<file path="config.mk">
export PLATFORM = sky130hd
export DESIGN_NAME = radix_digit_converter_top
export DESIGN_NICKNAME = d
export VERILOG_FILES = /design/src/design/rdc_pkg.sv /design/src/design/rdc_ram.sv /design/src/design/rdc_front.sv /design/src/design/rdc_back.sv /design/src/design/radix_digit_converter_top.sv
export SDC_FILE = /design/constraint.sdc
export NUM_CORES = 1
export LEC_CHECK = 0
export BUFFER_PORTS_ARGS = -buffer_cell sky130_fd_sc_hd__buf_2
export CAP_MARGIN = 10
export CORE_AREA = 2 2 155 157
export CTS_CLUSTER_DIAMETER = 150
export DETAILED_ROUTE_END_ITERATION = 6
export DIE_AREA = 0 0 157 159
export HOLD_SLACK_MARGIN = 0.12
export PLACE_DENSITY = 0.66
export RECOVER_POWER = 50
export SYNTH_ARGS = -nofsm -noshare
export SYNTH_HDL_FRONTEND = slang
export SYNTH_HIERARCHICAL = 1
export SYNTH_SLANG_ARGS = --single-unit
</file>
<file path="constraint.sdc">
create_clock -name clk -period 3.9 [get_ports clk]
set_input_delay 0.78 -clock clk [delete_from_list [all_inputs] [get_ports clk]]
set_output_delay 0.78 -clock clk [all_outputs]
set_load 0.005 [all_outputs]
</file>
<file path="src/design/rdc_pkg.sv">
// Shared types and constants for the radix digit converter.
// No dependencies; imported by the front, back and top design files.
`default_nettype none

package rdc_pkg;

  localparam int RADIX_W = 5;
  localparam int DIGIT_W = 4;

  localparam logic [RADIX_W-1:0] RADIX_MIN   = 5'd2;
  localparam logic [RADIX_W-1:0] RADIX_MAX   = 5'd16;
  localparam logic [RADIX_W-1:0] RADIX_RESET = 5'd2;

  typedef enum logic [1:0] {
    BK_IDLE,
    BK_DIV,
    BK_DRAIN,
    BK_RDATA
  } back_state_t;

  // Front to back queue head
  typedef struct packed {
    logic                 valid;
    logic [RADIX_W-1:0]   base;
  } rdc_head_t;

endpackage

`default_nettype wire

</file>
<file path="src/design/rdc_ram.sv">
// Generic single-write, single-read RAM with registered read data.
// No dependencies.
`default_nettype none

module rdc_ram #(
  parameter int WIDTH = 4,
  parameter int DEPTH = 32
) (
  input  wire logic                     clk,
  input  wire logic                     we,
  input  wire logic [$clog2(DEPTH)-1:0] waddr,
  input  wire logic [WIDTH-1:0]         wdata,
  input  wire logic [$clog2(DEPTH)-1:0] raddr,
  output logic      [WIDTH-1:0]         rdata_r
);

  logic [WIDTH-1:0] mem_r [DEPTH];

  always_ff @(posedge clk) begin
    if (we) begin
      mem_r[waddr] <= wdata;
    end
    rdata_r <= mem_r[raddr];
  end

endmodule

`default_nettype wire

</file>
<file path="src/design/rdc_front.sv">
// Front end: takes input words, drops zero values, clamps the radix and
// holds up to two pending words for the back end. Depends on rdc_pkg.
`default_nettype none

module rdc_front import rdc_pkg::*; #(
  parameter int VALUE_WIDTH = 31
) (
  input  wire logic                   clk,
  input  wire logic                   rst_n,
  input  wire logic                   push,
  output logic                        full,
  input  wire logic [VALUE_WIDTH-1:0] in_value,
  input  wire logic [RADIX_W-1:0]     radix,
  output rdc_head_t                   head,
  output logic      [VALUE_WIDTH-1:0] head_value,
  input  wire logic                   head_pop
);

  logic [VALUE_WIDTH-1:0] val_q_r  [2];
  logic [RADIX_W-1:0]     base_q_r [2];
  logic                   wr_ptr_r, wr_ptr_nxt;
  logic                   rd_ptr_r, rd_ptr_nxt;
  logic [1:0]             cnt_r, cnt_nxt;
  logic                   enq;
  logic                   deq;
  logic [RADIX_W-1:0]     base_clamped;

  always_comb begin
    if (radix < RADIX_MIN) begin
      base_clamped = RADIX_MIN;
    end else if (radix > RADIX_MAX) begin
      base_clamped = RADIX_MAX;
    end else begin
      base_clamped = radix;
    end
  end

  assign full = (cnt_r == 2'd2);
  // a zero value has no digits: accept and drop it
  assign enq  = push && !full && (in_value != '0);
  assign deq  = head_pop && (cnt_r != 2'd0);

  always_comb begin
    wr_ptr_nxt = enq ? ~wr_ptr_r : wr_ptr_r;
    rd_ptr_nxt = deq ? ~rd_ptr_r : rd_ptr_r;
    cnt_nxt    = cnt_r + {1'b0, enq} - {1'b0, deq};
  end

  always_ff @(posedge clk) begin
    if (!rst_n) begin
      wr_ptr_r <= 1'b0;
      rd_ptr_r <= 1'b0;
      cnt_r    <= 2'd0;
    end else begin
      wr_ptr_r <= wr_ptr_nxt;
      rd_ptr_r <= rd_ptr_nxt;
      cnt_r    <= cnt_nxt;
    end
  end

  always_ff @(posedge clk) begin
    if (enq) begin
      val_q_r[wr_ptr_r]  <= in_value;
      base_q_r[wr_ptr_r] <= base_clamped;
    end
  end

  assign head.valid = (cnt_r != 2'd0);
  assign head.base  = base_q_r[rd_ptr_r];
  assign head_value = val_q_r[rd_ptr_r];

endmodule

`default_nettype wire

</file>
<file path="src/design/rdc_back.sv">
// Back end: bit-serial division by the radix, digit stack in RAM, and
// stack drain into the output register. Depends on rdc_pkg and rdc_ram.
`default_nettype none

module rdc_back import rdc_pkg::*; #(
  parameter int VALUE_WIDTH = 31,
  parameter int STACK_DEPTH = 32
) (
  input  wire logic                   clk,
  input  wire logic                   rst_n,
  input  wire rdc_head_t              head,
  input  wire logic [VALUE_WIDTH-1:0] head_value,
  output logic                        head_pop,
  output logic                        empty,
  input  wire logic                   pop,
  output logic      [DIGIT_W-1:0]     out_digit,
  output logic                        out_last_digit
);

  localparam int ADDR_W = $clog2(STACK_DEPTH);
  localparam int CNT_W  = $clog2(STACK_DEPTH + 1);
  localparam int BIT_W  = $clog2(VALUE_WIDTH);

  back_state_t            state_r, state_nxt;
  logic [VALUE_WIDTH-1:0] q_r, q_nxt;
  logic [DIGIT_W-1:0]     rem_r, rem_nxt;
  logic [BIT_W-1:0]       bit_cnt_r, bit_cnt_nxt;
  logic [RADIX_W-1:0]     base_r, base_nxt;
  logic [CNT_W-1:0]       cnt_r, cnt_nxt;
  logic                   out_valid_r, out_valid_nxt;
  logic [DIGIT_W-1:0]     out_digit_r, out_digit_nxt;
  logic                   out_last_r, out_last_nxt;

  logic [RADIX_W-1:0]     shifted;
  logic [RADIX_W-1:0]     diff;
  logic                   ge;
  logic [DIGIT_W-1:0]     step_rem;
  logic [VALUE_WIDTH-1:0] step_q;
  logic                   last_bit;
  logic                   stack_room;

  logic                   ram_we;
  logic [ADDR_W-1:0]      ram_waddr;
  logic [ADDR_W-1:0]      ram_raddr;
  logic [DIGIT_W-1:0]     ram_rdata;
  logic [CNT_W-1:0]       cnt_dec;

  // one restoring-division step: bring down the next dividend bit
  assign shifted    = {rem_r, q_r[VALUE_WIDTH-1]};
  assign diff       = shifted - base_r;
  assign ge         = (shifted >= base_r);
  assign step_rem   = ge ? diff[DIGIT_W-1:0] : shifted[DIGIT_W-1:0];
  assign step_q     = {q_r[VALUE_WIDTH-2:0], ge};
  assign last_bit   = (bit_cnt_r == BIT_W'(VALUE_WIDTH - 1));
  assign stack_room = (cnt_r < CNT_W'(STACK_DEPTH));
  assign cnt_dec    = cnt_r - CNT_W'(1);

  // next state
  always_comb begin
    state_nxt = state_r;
    case (state_r)
      BK_IDLE: begin
        if (head.valid) state_nxt = BK_DIV;
      end
      BK_DIV: begin
        if (last_bit && (step_q == '0)) state_nxt = BK_DRAIN;
      end
      BK_DRAIN: begin
        if (cnt_r == '0) begin
          state_nxt = BK_IDLE;
        end else if (!out_valid_r) begin
          state_nxt = BK_RDATA;
        end
      end
      BK_RDATA: state_nxt = BK_DRAIN;
      default:  state_nxt = BK_IDLE;
    endcase
  end

  // datapath and outputs
  always_comb begin
    q_nxt         = q_r;
    rem_nxt       = rem_r;
    bit_cnt_nxt   = bit_cnt_r;
    base_nxt      = base_r;
    cnt_nxt       = cnt_r;
    out_valid_nxt = out_valid_r && !pop;
    out_digit_nxt = out_digit_r;
    out_last_nxt  = out_last_r;
    head_pop      = 1'b0;
    ram_we        = 1'b0;
    ram_waddr     = cnt_r[ADDR_W-1:0];
    ram_raddr     = cnt_dec[ADDR_W-1:0];
    case (state_r)
      BK_IDLE: begin
        if (head.valid) begin
          head_pop    = 1'b1;
          q_nxt       = head_value;
          base_nxt    = head.base;
          rem_nxt     = '0;
          bit_cnt_nxt = '0;
          cnt_nxt     = '0;
        end
      end
      BK_DIV: begin
        q_nxt       = step_q;
        rem_nxt     = step_rem;
        bit_cnt_nxt = bit_cnt_r + BIT_W'(1);
        if (last_bit) begin
          // push the remainder; drop it once the stack is full
          ram_we      = stack_room;
          rem_nxt     = '0;
          bit_cnt_nxt = '0;
          if (stack_room) cnt_nxt = cnt_r + CNT_W'(1);
        end
      end
      BK_DRAIN: begin
        if ((cnt_r != '0) && !out_valid_r) begin
          cnt_nxt = cnt_dec;
        end
      end
      BK_RDATA: begin
        out_valid_nxt = 1'b1;
        out_digit_nxt = ram_rdata;
        out_last_nxt  = (cnt_r == '0);
      end
      default: begin
        head_pop = 1'b0;
      end
    endcase
  end

  always_ff @(posedge clk) begin
    if (!rst_n) begin
      state_r     <= BK_IDLE;
      cnt_r       <= '0;
      bit_cnt_r   <= '0;
      out_valid_r <= 1'b0;
    end else begin
      state_r     <= state_nxt;
      cnt_r       <= cnt_nxt;
      bit_cnt_r   <= bit_cnt_nxt;
      out_valid_r <= out_valid_nxt;
    end
  end

  always_ff @(posedge clk) begin
    q_r         <= q_nxt;
    rem_r       <= rem_nxt;
    base_r      <= base_nxt;
    out_digit_r <= out_digit_nxt;
    out_last_r  <= out_last_nxt;
  end

  rdc_ram #(
    .WIDTH(DIGIT_W),
    .DEPTH(STACK_DEPTH)
  ) u_stack (
    .clk    (clk),
    .we     (ram_we),
    .waddr  (ram_waddr),
    .wdata  (step_rem),
    .raddr  (ram_raddr),
    .rdata_r(ram_rdata)
  );

  assign empty          = !out_valid_r;
  assign out_digit      = out_digit_r;
  assign out_last_digit = out_last_r;

`ifndef ASSERT_OFF
  a_cnt_bound: assert property (@(posedge clk) disable iff (!rst_n)
    cnt_r <= CNT_W'(STACK_DEPTH))
    else $error("digit stack count past depth");

  a_load_from_rdata: assert property (@(posedge clk) disable iff (!rst_n)
    $rose(out_valid_r) |-> $past(state_r == BK_RDATA))
    else $error("output word loaded outside read-data state");

  a_rem_below_base: assert property (@(posedge clk) disable iff (!rst_n)
    (state_r == BK_DIV) |-> ({1'b0, rem_r} < base_r))
    else $error("partial remainder not below radix");

  a_base_range: assert property (@(posedge clk) disable iff (!rst_n)
    (state_r == BK_DIV) |-> ((base_r >= RADIX_MIN) && (base_r <= RADIX_MAX)))
    else $error("radix out of range during division");
`endif

endmodule

`default_nettype wire

</file>
<file path="src/design/radix_digit_converter_top.sv">
// Top level of the radix digit converter: radix register, front queue and
// back-end divider/stack. Depends on rdc_pkg, rdc_front and rdc_back.
`default_nettype none

// Each nonzero value is divided repeatedly by the radix (register clamped to
// 2..16) and its digits come out most significant first, the final digit
// flagged by out_last_digit; a zero value is accepted and yields nothing.
// The divider is bit-serial, one quotient bit per cycle; each finished
// division pushes one digit onto the stack, and the stack then drains
// through the one-entry output register, waiting while a digit is held.
// The front end holds two pending values, so input is taken while the back
// end works. Write cfg_wr_data only while the block is idle.
module radix_digit_converter_top import rdc_pkg::*; #(
  parameter int VALUE_WIDTH = 31,
  parameter int STACK_DEPTH = 32
) (
  input  wire logic                   clk,
  input  wire logic                   rst_n,
  input  wire logic                   cfg_wr_en,
  input  wire logic [RADIX_W-1:0]     cfg_wr_data,
  input  wire logic                   push,
  output logic                        full,
  input  wire logic [VALUE_WIDTH-1:0] in_value,
  output logic                        empty,
  input  wire logic                   pop,
  output logic      [DIGIT_W-1:0]     out_digit,
  output logic                        out_last_digit
);

  logic [RADIX_W-1:0]     radix_r;
  rdc_head_t              head;
  logic [VALUE_WIDTH-1:0] head_value;
  logic                   head_pop;

  always_ff @(posedge clk) begin
    if (!rst_n) begin
      radix_r <= RADIX_RESET;
    end else if (cfg_wr_en) begin
      radix_r <= cfg_wr_data;
    end
  end

  rdc_front #(
    .VALUE_WIDTH(VALUE_WIDTH)
  ) u_front (
    .clk       (clk),
    .rst_n     (rst_n),
    .push      (push),
    .full      (full),
    .in_value  (in_value),
    .radix     (radix_r),
    .head      (head),
    .head_value(head_value),
    .head_pop  (head_pop)
  );

  rdc_back #(
    .VALUE_WIDTH(VALUE_WIDTH),
    .STACK_DEPTH(STACK_DEPTH)
  ) u_back (
    .clk           (clk),
    .rst_n         (rst_n),
    .head          (head),
    .head_value    (head_value),
    .head_pop      (head_pop),
    .empty         (empty),
    .pop           (pop),
    .out_digit     (out_digit),
    .out_last_digit(out_last_digit)
  );

endmodule

`default_nettype wire
</file>
Word-level counts from Yosys, hierarchy flattened --
Memories as Yosys holds them, arrays and structs flattened. A register that Yosys moved wholly into a read port is not among the register bits. Index checks and enable logic that the tools add are counted. Widths: inputs -> output; s select.
Word-level totals: bits in read-only memories 0, bits of input ports 41, memory bits (writable) 200, word-level logic and storage cells 91, memories kept 3, output and inout bits 7, register bits 63, latch bits 0
Memory list:
- u_back.u_stack.mem_r | depth 32, width 4, rd ports 1, clocked after memory_dff 1, write ports 1, RTL line rdc_ram.sv:17 | logic [WIDTH-1:0] mem_r [DEPTH];
- u_front.val_q_r | depth 2, width 31, rd ports 1, clocked after memory_dff 1, write ports 1, RTL line rdc_front.sv:19 | logic [VALUE_WIDTH-1:0] val_q_r [2];
- u_front.base_q_r | depth 2, width 5, rd ports 1, clocked after memory_dff 1, write ports 1, RTL line rdc_front.sv:20 | logic [RADIX_W-1:0] base_q_r [2];
Cells by class: add/sub/neg operators 6, reduce and logical (&&, ||, !) cells 21, bitwise operators 2, mux-type cells 32, $mul 0, shift operators 0, div/mod/pow operators 0, eq/ne operators 11, magnitude comparators 4
Operator list (count):
- $pmux 31 s2 | 1
- $logic_not 31->1 | 1
- $mux 31 | 1
- $reduce_bool 31->1 | 1
- $mux 6 | 4
- $mux 5 | 4
- $pmux 6 s3 | 1
- $mux 4 | 3
- $mux 1 | 11
- $pmux 5 s2 | 1
- $mux 2 | 4
- $ne 2x1->1 const B | 4
- $pmux 2 s4 | 1
- $pmux 4 s2 | 1
- $add 6x1->6 const B | 1
- $eq 2x2->1 const B | 3
- $logic_and 1x1->1 | 6
- $logic_not 6->1 | 1
- $lt 6x6->1 const B | 1
- $reduce_bool 6->1 | 1
- $sub 6x1->6 const B | 1
- $add 5x1->5 const B | 1
- $eq 5x5->1 const B | 1
- $ge 5x5->1 | 1
- other kinds (16) | 21

Depth between registers and ports, before layout --
word-level depth 6, depth in mapped cells 10, mapped depth without buffers 10

Modules after synthesis --
The synthesis kept the hierarchy.
By module, submodules not included:
- rdc_ram | times used 1, area each 5138.7 um2, cells each 231, sequential area each 3923.8 um2
- rdc_back | times used 1, area each 3168.0 um2, cells each 272, sequential area each 1631.6 um2
- rdc_front | times used 1, area each 2956.6 um2, cells each 156, sequential area each 2262.2 um2
- radix_digit_converter_top | times used 1, area each 190.2 um2, cells each 16, sequential area each 100.1 um2

Worst setup path after synthesis --
No wires, ideal clock.
path kind input to register, start input port push, end memory u_front.base_q_r[0][0] (enable), data required time 3.471 ns, setup time 0.429 ns, slack 0.928 ns, arrival 2.543 ns, buffers on the path 0, cell stages on the path 3, path through nor2b_1 -> o21ai_2 -> nor2_1
Between the ends: word-level cells in the longest chain between the ends 4
Ends and longest elaborated chain:
- start: declaration | RTL line radix_digit_converter_top.sv:21 | input wire logic push,
- $logic_and 1x1->1 (2 in series) | RTL line rdc_front.sv:40 | assign enq = push && !full && (in_value != '0);
- $mux 1 | RTL line rdc_front.sv:62 | if (enq) begin
- $mux 1 (implied by the code) | RTL line rdc_front.sv:64 | base_q_r[wr_ptr_r] <= base_clamped;
- end: declaration | RTL line rdc_front.sv:20
No other way between the ends.

Worst setup path in the final report --
start register u_back.rem_r[1], end memory u_back.u_stack.mem_r[17][0], data pin
Between the ends: word-level cells in the longest chain between the ends 2
Ends and longest elaborated chain:
- start: declaration | RTL line rdc_back.sv:26 | logic [DIGIT_W-1:0] rem_r, rem_nxt;
- start signal: assignment | RTL line rdc_back.sv:149 | rem_r <= rem_nxt;
- $ge 5x5->1 | RTL line rdc_back.sv:51 | assign ge = (shifted >= base_r);
- $mux 4 | RTL line rdc_back.sv:52 | assign step_rem = ge ? diff[DIGIT_W-1:0] : shifted[DIGIT_W-1:0];
- net u_back.step_rem[0] | RTL line rdc_back.sv:37 | logic [DIGIT_W-1:0] step_rem;
- end: declaration | RTL line rdc_ram.sv:17
The timed path passes the listed nets, and every way through them passes these cells.

==> key figures <==
Power and ir drop
  • Proportion of power drawn by the clock network: 0.287
  • Internal cell power: between 6 and 7 mW
  • Max VDD drop: 0.511 mV
  • Comb power frac: 0.230
  • Pwr Density: around 740 nW/um^2
  • Sw Share: 0.284
  • Seq pwr share: 0.483
  • Switch Pwr: 2.70 mW
  • Leakage: approximately 4.2 nW

Detailed routing
  • First-pass detailed-route iteration total: 5
  • DRT antenna net count: 0
  • Drt via density: 5.56
  • Vias: approximately 5.9k
  • 1st-iter DRT viols: between 300 and 400
  • Routed WL: between 20000 and 25000 um
  • DRC: 0
  • DR WL/cell: just under 20 um

Floorplan
  • Die ar.: between 20000 and 25000 um^2
  • Core Footprint: 23200 um^2
  • Starting Density: 0.494
  • Rows: 56
  • Die Width: between 150 and 200 um
  • Die Span Y: 159 um
  • IO Count: 48

Setup path
  • Worst R2R End: u_back/u_stack/mem_r[17][0]$_DFFE_PP_
  • CP startpoint kind: register
  • Crit Path Class: register to register
  • R2R Setup Slk: roughly 710 ps
  • Worst EP required: 4020 ps
  • RR Startpoint: u_back/rem_r[1]$_SDFFCE_PN0P_
  • Critical Path Sink Type: register
  • Worst EP arrival: approximately 3300 ps
  • Max FO, Critical Path: 32
  • R2R cell count: 7

Synthesis
  • Ys flop type: edfxtp_1
  • Synth Instances: just under 700
  • Synthesized area: 11500 um^2
  • Syn Area/Cell: approximately 17 um^2
  • Top cell type's share of synthesized area: 0.642
  • Sequential cell area fraction in the yosys report: 0.691
  • Syn nets: around 730
  • EDFF count, synth: around 250
  • Cell taking the most area after synthesis: edfxtp_1
  • Cell variety after synth: 54
  • Async set-reset flop share out of synthesis: 0
  • Ranking of synthesized cells by area: edfxtp_1 (64%), mux4_2 (7.9%), mux2_2 (7.1%), dfxtp_1 (4.9%), ha_1 (1.7%)
  • Number of synthesized register bits: roughly 270
  • Yosys Warn Count: 6

STA
  • Slew margin rel.: -0.282
  • Final hold viol count: 0
  • RSZ-0062 raised after global routing: no
  • Max Clock Freq: 313 MHz
  • Max Slew Vio Count: 74
  • Final period util: 0.819
  • Worst Tran Pin Value: 1920 ps
  • TNS Setup: 0 ps
  • Min cycle time layout: 3190 ps
  • Final setup viols: 0
  • Fin Clk Skew: ~11 ps
  • Final setup margin: slightly above 700 ps

GRT
  • Most used routing layer in global routing: met2
  • First-pass GRT wire length: 33800 um
  • Met3 usage: 0.0305
  • Gr usage total: 0.172
  • Vias in the first global route: 6160
  • Total gr overflow: 0
  • Initial antenna violation count: 1
  • Met1 layer usage reported by global route: 0.230
  • Met2 Use GR: 0.294
  • Largest net degree at the start of global routing: 46

Clocking
  • Clk_lat worst skew: around 530 ps
  • Post-cts sizing count: 0
  • CTS Buf Count: 27
  • H-tree levels: 1
  • CTS Sinks: between 200 and 300
  • Max clock buf depth: 3
  • CTS tree: done
  • Buffer count from post-CTS setup fixing: 0
  • CTS Root Buffer Type: clkbuf_16
  • CTS hold repair buffers: 0
  • Clock transition at the registers of the reported paths: 60 ps

Placement
  • Setup slack at placement: roughly 970 ps
  • Detailed Place HPWL: around 14000 um
  • Port Buffers: 47
  • Routability Congestion: roughly 0.8
  • Placed Area: about 12000 um^2
  • DP Cell Count: just over 1k

Hold path
  • Worst hold start: u_back/u_stack/rdata_r[3]$_DFF_P_
  • Hold depth: 0
  • Type of the tightest min-delay check: register to register
  • Worst Hold End: u_back/out_digit[3]$_DFFE_PP_

Finish
  • Fin nets: about 800
  • Fin area: between 10000 and 15000 um^2
  • Layout cells sized above 1: 0.254
  • Area added between synthesis and finish: 12.3%
  • Final std cells w/o fill: 1069

Run status
  • Failing checks: max-capacitance violations, max-slew violations
  • Status: finished, violations left

Run
  • Max cap viols: 2
-- per-stage QoR --
step	hold slack (ps)	utilization	power (mW)
after CTS	416	0.558	9.62
after detailed placement	396	0.517	6.89
final	415	0.555	9.49
after floorplan	386	-	6.10
after global placement	398	0.517	6.78
after global routing	421	0.555	9.95
-- cells in the mapped netlist, types with 7 or more instances --
cell and number:
edfxtp_1 245, mux2_2 72, nor2_1 50, mux4_2 40, dfxtp_1 28, nand2_1 21
inv_1 19, ha_1 16, nand3_1 13, nor2b_1 13, o21ai_0 12, clkbuf_1 11
nor4_1 9, and2_1 8, mux2i_1 8, nor3_1 8, buf_6 7
-- area by class of cell --
cell class,instances,area [um^2]
inverters,19,71.3
clock inverters,17,249
clock buffers,31,691
flip-flops and latches,273,7920
well taps,319,399
fillers,1804,10300
repair buffers,55,241
diodes,1,2.50
multi-input cells,354,3290
-- registers in the layout, indices dropped and copies added, names as in the netlist, named ones only --
register,flops
u_back/u_stack/rdata_r,4
u_back/rem_r,4
u_back/out_valid_r,1
u_front/rd_ptr_r,1
u_front/base_q_r,10
u_back/bit_cnt_r,5
u_back/base_r,5
u_back/out_digit,4
u_front/cnt_r,2
u_front/val_q_r,62
u_back/cnt_r,6
u_back/out_last_digit,1
radix_r,5
u_back/u_stack/mem_r,128
u_back/q_r,31
u_back/state_r,2
u_front/wr_ptr_r,1
-- metal layers --
layer | vias up | wire, um
li1 | 2755 | -
met3 | 32 | 1050
met5 | - | 0
met2 | 161 | 10500
met1 | 2992 | 9060
met4 | 0 | 399
-- how the worst max path moves through the flow --
stage	startpoint	to	slack, ps	depth (start not counted)
after floorplan	push	u_front/base_q_r[0][0]$_DFFE_PP_	930	3
after global placement	in_value[9]	u_front/cnt_r[1]$_SDFF_PN0_	1010	10
after detailed placement	in_value[9]	u_front/cnt_r[1]$_SDFF_PN0_	970	10
after CTS	u_back/cnt_r[0]$_SDFFE_PN0P_	u_back/u_stack/rdata_r[1]$_DFF_P_	1090	6
after global routing	u_back/rem_r[1]$_SDFFCE_PN0P_	u_back/u_stack/mem_r[16][0]$_DFFE_PP_	480	7
final	u_back/rem_r[1]$_SDFFCE_PN0P_	u_back/u_stack/mem_r[17][0]$_DFFE_PP_	710	7
-- power by group through the flow --
stage	clock [mW]	combinational, mW	sequential (mW)
2_1_floorplan	0	1.56	4.54
3_3_place_gp	0	2.16	4.62
3_5_place_dp	0	2.26	4.64
4_1_cts	2.78	2.26	4.58
5_1_grt	2.89	2.42	4.64
6_report	2.72	2.18	4.59
-- cell families after synthesis --
group | synth area share
flops | 0.691
simple gates | 0.0768
mux | 0.156
buf+inv | 0.0213
compound gates | 0.0281
fa+ha+maj | 0.0192
xor+xnor | 0.00688
-- critical path: stages, from the launching register on --
cell and delay (ps):
edfxtp_1 390, ha_1 380, a211oi_1 260, nor2_1 120, nor2_1 370, nand2_1 140
nand2_1 110, clkbuf_1 1010
-- layout by cell type (no fill, tap or decap), types with 10 or more instances in the layout --
master     count
edfxtp_1     245
mux2_2        70
nor2_1        48
clkbuf_1      43
mux4_2        40
dfxtp_1       28
clkbuf_16     27
nand2_1       21
inv_1         18
ha_1          16
nor2b_1       13
o21ai_0       13
nand3_1       13
buf_2         10
nor4_1        10
No activity file was read; power rests on OpenSTA's default activity.
